$ cat config.mk
export PLATFORM = sky130hd
export DESIGN_NAME = tgt_recip
export DESIGN_NICKNAME = d
export VERILOG_FILES = /design/src/hw/rtl/tgt_pkg.sv /design/src/hw/rtl/tgt_recip.sv
export SDC_FILE = /design/constraint.sdc
export NUM_CORES = 1
export LEC_CHECK = 0
export BUFFER_PORTS_ARGS = -buffer_cell sky130_fd_sc_hd__buf_2
export CELL_PAD_IN_SITES_DETAIL_PLACEMENT = 0
export CELL_PAD_IN_SITES_GLOBAL_PLACEMENT = 1
export CORE_MARGIN = 8
export CORE_UTILIZATION = 45
export DETAILED_ROUTE_END_ITERATION = 8
export GPL_TIMING_DRIVEN = 0
export PLACE_DENSITY_LB_ADDON = 0.1
export SLEW_MARGIN = 10
export SYNTH_ARGS = -nofsm -noshare
export SYNTH_HDL_FRONTEND = slang
export SYNTH_SLANG_ARGS = --single-unit
$ cat constraint.sdc
create_clock -name clock -period 6.5 [get_ports clock]
set_clock_uncertainty 0.05 [all_clocks]
set_input_delay 0.65 -clock clock [delete_from_list [all_inputs] [get_ports clock]]
set_output_delay 0.65 -clock clock [all_outputs]
set_load 0.01 [all_outputs]
$ cat src/hw/rtl/tgt_pkg.sv
// ----------------------------------------------------------------------------
// tgt_pkg
// Shared widths, codes and the quarter-wave sine table of the torus grid
// tessellator.
// ----------------------------------------------------------------------------
package tgt_pkg;

   // field and datapath widths
   localparam int CNT_W     = 11;
   localparam int IDX_W     = 10;
   localparam int RAD_W     = 16;
   localparam int ANG_W     = 16;
   localparam int VTX_W     = 20;
   localparam int POS_W     = 18;

   // reciprocal of a count: floor(2^REC_SHIFT / count)
   localparam int REC_SHIFT = 26;
   localparam int REC_W     = REC_SHIFT + 1;
   localparam int STEP_W    = 5;

   // modulo 23 by reciprocal multiplication, exact below 2^23
   localparam int                MOD23_DIV   = 23;
   localparam int                MOD23_SHIFT = 26;
   localparam logic [21:0]       MOD23_MUL   = 22'd2917777;

   // one in Q1.14 and the rounding half for Q1.14 products
   localparam int Q14_ONE  = 16384;
   localparam int Q14_HALF = 8192;
   localparam int Q14_FRAC = 14;

   // shape codes
   typedef enum logic [2:0] {
      MODE_TORUS      = 3'd0,
      MODE_HALF       = 3'd1,
      MODE_UNDERCUT   = 3'd2,
      MODE_SPIKES     = 3'd3,
      MODE_COMPONENTS = 3'd4,
      MODE_SELF_X     = 3'd5
   } shape_type;

   // register indexes of the configuration port
   typedef enum logic [2:0] {
      REG_RING_RADIUS = 3'd0,
      REG_TUBE_RADIUS = 3'd1,
      REG_TUBE_OUTER  = 3'd2,
      REG_POINTS      = 3'd3,
      REG_RINGS       = 3'd4,
      REG_SHAPE       = 3'd5
   } reg_type;

   // quarter-wave sine, step 1/128 turn, Q1.14
   localparam logic [14:0] SIN_TAB [33] = '{
      15'd0,     15'd804,   15'd1606,  15'd2404,  15'd3196,  15'd3981,
      15'd4756,  15'd5520,  15'd6270,  15'd7005,  15'd7723,  15'd8423,
      15'd9102,  15'd9760,  15'd10394, 15'd11003, 15'd11585, 15'd12140,
      15'd12665, 15'd13160, 15'd13623, 15'd14053, 15'd14449, 15'd14811,
      15'd15137, 15'd15426, 15'd15679, 15'd15893, 15'd16069, 15'd16207,
      15'd16305, 15'd16364, 15'd16384
   };

   // table look-up result ahead of the interpolation multiply
   typedef struct packed {
      logic [14:0] base;
      logic [9:0]  step;
      logic [8:0]  frac;
      logic        neg;
      logic        full;
   } trig_prep_type;

   // quadrant fold and table look-up for one angle
   function automatic trig_prep_type sin_prep(input logic [ANG_W-1:0] ang);
      trig_prep_type res;
      logic [14:0]   p;
      logic [5:0]    k;
      logic [5:0]    k_lo;
      logic [5:0]    k_hi;
      p = {1'b0, ang[13:0]};
      if (ang[14]) begin
         p = 15'(Q14_ONE) - p;
      end
      k        = p[14:9];
      res.full = p[14];
      k_lo     = res.full ? 6'd31 : k;
      k_hi     = k_lo + 6'd1;
      res.base = SIN_TAB[k_lo];
      res.step = 10'(SIN_TAB[k_hi] - SIN_TAB[k_lo]);
      res.frac = p[8:0];
      res.neg  = ang[15];
      return res;
   endfunction

endpackage

$ cat src/hw/rtl/tgt_recip.sv
// ----------------------------------------------------------------------------
// tgt_recip
// Restoring divider that forms floor(2^26 / count), one quotient bit a cycle.
// ----------------------------------------------------------------------------
module tgt_recip #(
   parameter logic [26:0] RESET_RECIP = 27'd4194304
) (
   input  logic                        clock,
   input  logic                        reset,
   input  logic                        start,
   input  logic [tgt_pkg::CNT_W-1:0]   divisor,
   output logic                        busy,
   output logic [tgt_pkg::REC_W-1:0]   recip
);

   logic                        busy_ff;
   logic [tgt_pkg::STEP_W-1:0]  step_ff;
   logic [tgt_pkg::CNT_W:0]     rem_ff;
   logic [tgt_pkg::CNT_W:0]     rem_in;
   logic [tgt_pkg::CNT_W-1:0]   div_ff;
   logic [tgt_pkg::REC_W-1:0]   quo_ff;
   logic [tgt_pkg::REC_W-1:0]   quo_in;
   logic [tgt_pkg::CNT_W:0]     shifted;
   logic                        fits;

   // one restoring step: the numerator has its only set bit at the top
   always_comb begin
      shifted = {rem_ff[tgt_pkg::CNT_W-1:0], (step_ff == tgt_pkg::STEP_W'(tgt_pkg::REC_SHIFT))};
      fits    = shifted >= {1'b0, div_ff};
      rem_in  = fits ? (shifted - {1'b0, div_ff}) : shifted;
      quo_in  = {quo_ff[tgt_pkg::REC_W-2:0], fits};
   end

   // sequencer and quotient register
   always_ff @(posedge clock) begin
      if (reset) begin
         busy_ff <= 1'b0;
         step_ff <= '0;
         quo_ff  <= RESET_RECIP;
      end else if (start) begin
         busy_ff <= 1'b1;
         step_ff <= tgt_pkg::STEP_W'(tgt_pkg::REC_SHIFT);
         rem_ff  <= '0;
         div_ff  <= divisor;
         quo_ff  <= '0;
      end else if (busy_ff) begin
         rem_ff  <= rem_in;
         quo_ff  <= quo_in;
         step_ff <= step_ff - tgt_pkg::STEP_W'(1);
         if (step_ff == '0) begin
            busy_ff <= 1'b0;
         end
      end
   end

   assign busy  = busy_ff;
   assign recip = quo_ff;

endmodule
Word-level counts from Yosys, hierarchy flattened
Index checks and enable logic that the tools add are counted.

cells by class
  $add $sub $neg = 2
  multiplexer cells = 9
  equal/unequal tests = 1
  bitwise gates (word level) = 1
  order comparisons = 1
  reduce and logical (&&, ||, !) cells = 5

operators by type and width
  operator                                          number
  2-to-1 mux 23 bit                                 2
  2-to-1 mux 11 bit                                 2
  >= comparator 12 x 11 -> 1 bit                    1
  subtractor 11 bit                                 1
  2-to-1 mux 5 bit                                  2
  == test 5 bit, second input constant              1
  zero test 5 bit                                   1
  subtractor 5 x 1 -> 5 bit, second input constant  1
  AND reduction 2 bit                               2
  2-to-1 mux 1 bit                                  3
  nonzero test 2 bit                                1
  OR reduction 2 bit                                1
  inverter 1 bit                                    1

word-level totals
  logic and storage cells = 26
  register bits = 55
  output and inout bits = 28
  input bits = 14

Longest topological paths before layout
  word-level depth = 4
  mapped depth = 12
  gate-level depth less buffers = 11

Worst setup path before layout
Ideal clock, no wire load.

  path kind = reg2reg
  from = reg step_ff[0] in the netlist's numbering
  to = reg rem_ff[4] in the netlist's numbering (data pin)
  cell stages (with the launch flop) = 13
  buffers on the path = 1
  data required time = 6.184 ns
  setup time = 0.266 ns
  setup slack = 3.857 ns
  arrival = 2.327 ns
  clock period less this slack = 2.643 ns
  cell sequence = dfxtp_1 inv_1 ha_1 nand4b_1 ha_1 fa_1 nand2b_1 a21oi_2 o21ai_2 a21oi_4 buf_6 mux2i_1 nor2_1

on the way
  cells in the longest elaborated chain, start to end = 4
  elaborated cells on any way between the ends = 5
  classes of those cells = 1 x add/sub; 1 x order compare; 1 x eq/ne; 2 x mux

RTL lines
  what                                                                 line                              source
  from (decl)                                                          tgt_recip.sv:17                   logic [tgt_pkg::STEP_W-1:0] step_ff;
  from (signal assigned)                                               tgt_recip.sv:42                   step_ff <= tgt_pkg::STEP_W'(tgt_pkg::REC_SHIFT);
  from (signal assigned)                                               tgt_recip.sv:49                   step_ff <= step_ff - tgt_pkg::STEP_W'(1);
  == test 5 bit (*)                                                    tgt_recip.sv:28                   shifted = {rem_ff[tgt_pkg::CNT_W-1:0], (step_ff == tgt_pkg::STEP_W'(tgt_pkg::REC_SHIFT))};
  subtractor 11 bit or >= comparator 12 x 11 -> 1 bit (tied branches)  tgt_recip.sv:30, tgt_recip.sv:29
  2-to-1 mux 11 bit (*)                                                tgt_recip.sv:30                   rem_in = fits ? (shifted - {1'b0, div_ff}) : shifted;
  2-to-1 mux 11 bit (*)                                                tgt_recip.sv:46                   end else if (busy_ff) begin
  to (signal assigned)                                                 tgt_recip.sv:47                   rem_ff <= rem_in;
  to (decl)                                                            tgt_recip.sv:18                   logic [tgt_pkg::CNT_W:0] rem_ff;

Mark *: on every way between the ends. The rest lies on a longest branch, timed or not. The select of a mux whose other input is x is not followed.
A chain may end at the register's enable or synchronous reset.

Worst setup path in the final report
  from = reg step_ff[0] in the netlist's numbering
  to = reg rem_ff[3] in the netlist's numbering (data pin)

The elaborated chain is that of the path after synthesis.

==> results.toml <==
[power]
peakVddDrop_mv = 0.121
p_total_uw = 750
power.density_cell_area_nw_per_um2 = 240
leakage_uw = 0.00132

[drt]
wl_per_cell_um = 13.7
routed-via-count = 1954
drc = 0
drt-initial-drc-count = 107
first_pass_iters = 4
drt_wl_total_um = 5310
remaining_antenna_violation_count_after_routing = 0
routed_via_density = 5.05

[synthesis]
synthDistinctLibCells = 50
syn_area_um2 = 2730
xor_xnor_portion_of_the_synthesized_cell_area_pct = 2.89
synth.area.mux_share_pct = 12.2
synth_simple_gate_area_share_pct = 13.8
postSynthRegisterBits = 55
synth.yosys.seq_area_share_pct = 48.4
synth_async_sr_flop_share_pct = 0
dominantRegCellSynth = "sky130_fd_sc_hd__dfxtp_1"
synth-edff-count = 22
netlist_instances = 263
adder_cell_area_share_of_the_yosys_netlist_pct = 7.16
synth_compound_area_share_pct = 10.2
synth_top_family_by_area = "simple AND/OR/NAND/NOR gates"
synthesis.nets = 292
synth.avg_cell_area_um2 = 10.4
yosysWarningCount = 0

[worst_setup_path]
startpoint_type = "register"
r2r.worst_path.cells = 12
cp.arrival_ns = 3.08
critPathKind = "register to register"
worst-endpoint-required_ns = 6.49
cp-end-kind = "register"
critical_path.max_fanout = 10

[global_routing]
global_route.overflow_total = 0
largest_net_degree_at_the_start_of_global_routing = 17
initial_antenna_violation_count = 0
via_count_of_the_first_global_routing_pass = 1994
gr-usage-all-layers_pct = 12.9
grt_first_pass_wirelength_um = 9180

[timing]
finalCritPeriodShare_pct = 47.6
fin_setup_tns_ns = 0
clock.fmax_ghz = 0.324
worst_slack_ns = 3.41
hold_viol_final = 0
max_slew.worst_pin.slew_ns = 1.05
report.final.setup_viol = 0
tmin_final_ns = 3.09
timing_max_transition_violations_final = 0
rsz0062_at_grt = "no"
relSlewSlack_pct = 29.6

[clocking]
htree_num_levels = 2
cts_root_buf = "sky130_fd_sc_hd__clkbuf_8"
ctsLongestPathBuffers = 2
clock-sinks = 55
clk_pin_slew_ns = 0.09
cts_tree = "yes"
post-cts-setup-buffers = 0
cts-buffers-inserted = 5
cts_repair_resize_count = 0
cts_hold_repair.buffers = 0
clk_latency_ns = 0.30

[placement]
place.detailed.hpwl_um = 4070
final_weighted_congestion_in_routability_driven_placement = 0.788
place_worst_setup_slack_ns = 3.35
place.port_buffers = 41

[floorplan]
core-area_um2 = 5890
rows = 28
die_width_um = 93.9
design.portCount = 42
die_area_um2 = 8810
overall_die_height_um = 93.9
initial_utilization_pct = 46.3

[final_layout]
layout.core_utilization_pct = 53.0
antenna_cells = 0
area_delta_synth_final_pct = 14.3
multi_input_area_um2 = 1260
final_nets = 340
final_layout_size_suffix_gt1_share_pct = 19.9
total_area_of_sequential_cells_um2 = 1320
num-fill-cells = 588

[status]
status = "finished, final reports clean"

[worst_hold_path]
min_path_type = "register to register"
hold_path_depth = 2

[job]
drv.max_cap_violation_count = 0
[power breakdown]
group	switching, uW	leakage, uW	internal [uW]
sequential	8.88	0.000479	379
clock	103	0.0000482	86.2
combinational	96.3	0.000798	76.7
[cells in the final DEF (no fill, tap or decap), drive strengths merged, types with 2 or more instances in the layout]
cell	count
o21a	5
o21ai	10
nor4	2
a31oi	4
buf	49
clkbuf	11
inv	19
nand2	6
xnor2	6
and4	2
nor3	5
nor2	47
xor2	3
nand3	2
ha	14
nand4	2
nor4b	2
edfxtp	22
or2	3
dfxtp	33
mux2i	31
mux2	2
a21oi	13
and2b	2
[path summary, 6_finish.rpt]
check / to / slack, ns / from
worst max-delay path: rem_ff[3] / 3.41 / step_ff[0]
worst min-delay path: recip[26] / 0.45 / recip[26]
worst max register to register: rem_ff[3] / 3.41 / step_ff[0]
worst min register to register: recip[26] / 0.45 / recip[26]
[stage by stage]
step	area (um2)	hold slack (ns)	std cells
2_1_floorplan	2730	0.457	263
3_3_place_gp	3030	0.426	379
3_5_place_dp	3030	0.437	379
4_1_cts	3120	0.458	387
5_1_grt	3120	0.447	387
6_report	3120	0.455	387
[metal layers]
metal	GRT usage (%)	up-vias	wire length [um]
li1	-	1011	-
met1	15.1	914	2440
met2	22.2	25	2590
met3	3.68	4	220
met4	3.57	0	57
met5	0	-	0
[layout make-up]
class / instances / area share [%]
well taps: 75 / 3.01
repair buffers: 41 / 6.58
plain buffers: 12 / 2.37
inverters: 19 / 2.29
clock buffers: 7 / 2.77
multi-input cells: 177 / 40.4
flip-flops and latches: 55 / 42.4
clock inverters: 1 / 0.161
[worst max-delay path: stages (launching register included)]
cell and delay, ns:
sky130_fd_sc_hd__dfxtp_1 0.34, sky130_fd_sc_hd__inv_1 0.11, sky130_fd_sc_hd__ha_1 0.16, sky130_fd_sc_hd__nand4b_1 0.14, sky130_fd_sc_hd__ha_1 0.26, sky130_fd_sc_hd__fa_1 0.41, sky130_fd_sc_hd__nand2b_1 0.18, sky130_fd_sc_hd__a21oi_2 0.34
sky130_fd_sc_hd__o21ai_2 0.11, sky130_fd_sc_hd__a21oi_4 0.27, sky130_fd_sc_hd__buf_6 0.20, sky130_fd_sc_hd__mux2i_1 0.22, sky130_fd_sc_hd__nor2_1 0.05
[cell families (layout without fill, tap and decap cells)]
| family | count (synthesis) | after routing |
|---|---|---|
| fa+ha+maj | 15 | 15 |
| buf+inv | 31 | 80 |
| mux | 33 | 33 |
| flops | 55 | 55 |
| simple gates | 79 | 79 |
| compound gates | 41 | 41 |
| xor+xnor | 9 | 9 |
[synth_stat cells, types with 3 or more instances]
master                     count  area [um2]
sky130_fd_sc_hd__a21oi_1      10        50.1
sky130_fd_sc_hd__a31oi_1       4        25.0
sky130_fd_sc_hd__buf_6         3        33.8
sky130_fd_sc_hd__clkbuf_1      4        15.0
sky130_fd_sc_hd__dfxtp_1      33         661
sky130_fd_sc_hd__edfxtp_1     22         661
sky130_fd_sc_hd__ha_1         14         175
sky130_fd_sc_hd__inv_1        19        71.3
sky130_fd_sc_hd__mux2i_1      31         310
sky130_fd_sc_hd__nand2_1       6        22.5
sky130_fd_sc_hd__nor2_1       47         176
sky130_fd_sc_hd__nor3_1        4        20.0
sky130_fd_sc_hd__o21a_1        5        37.5
sky130_fd_sc_hd__o21ai_0       6        30.0
sky130_fd_sc_hd__o21ai_1       3        15.0
sky130_fd_sc_hd__xnor2_1       6        52.6
sky130_fd_sc_hd__xor2_1        3        26.3
[registers in the layout, indices dropped and copies added (netlist names)]
signal	cells
step_ff	5
div_ff	11
recip	27
rem_ff	11
busy	1
No activity file was read; power rests on OpenSTA's default activity.
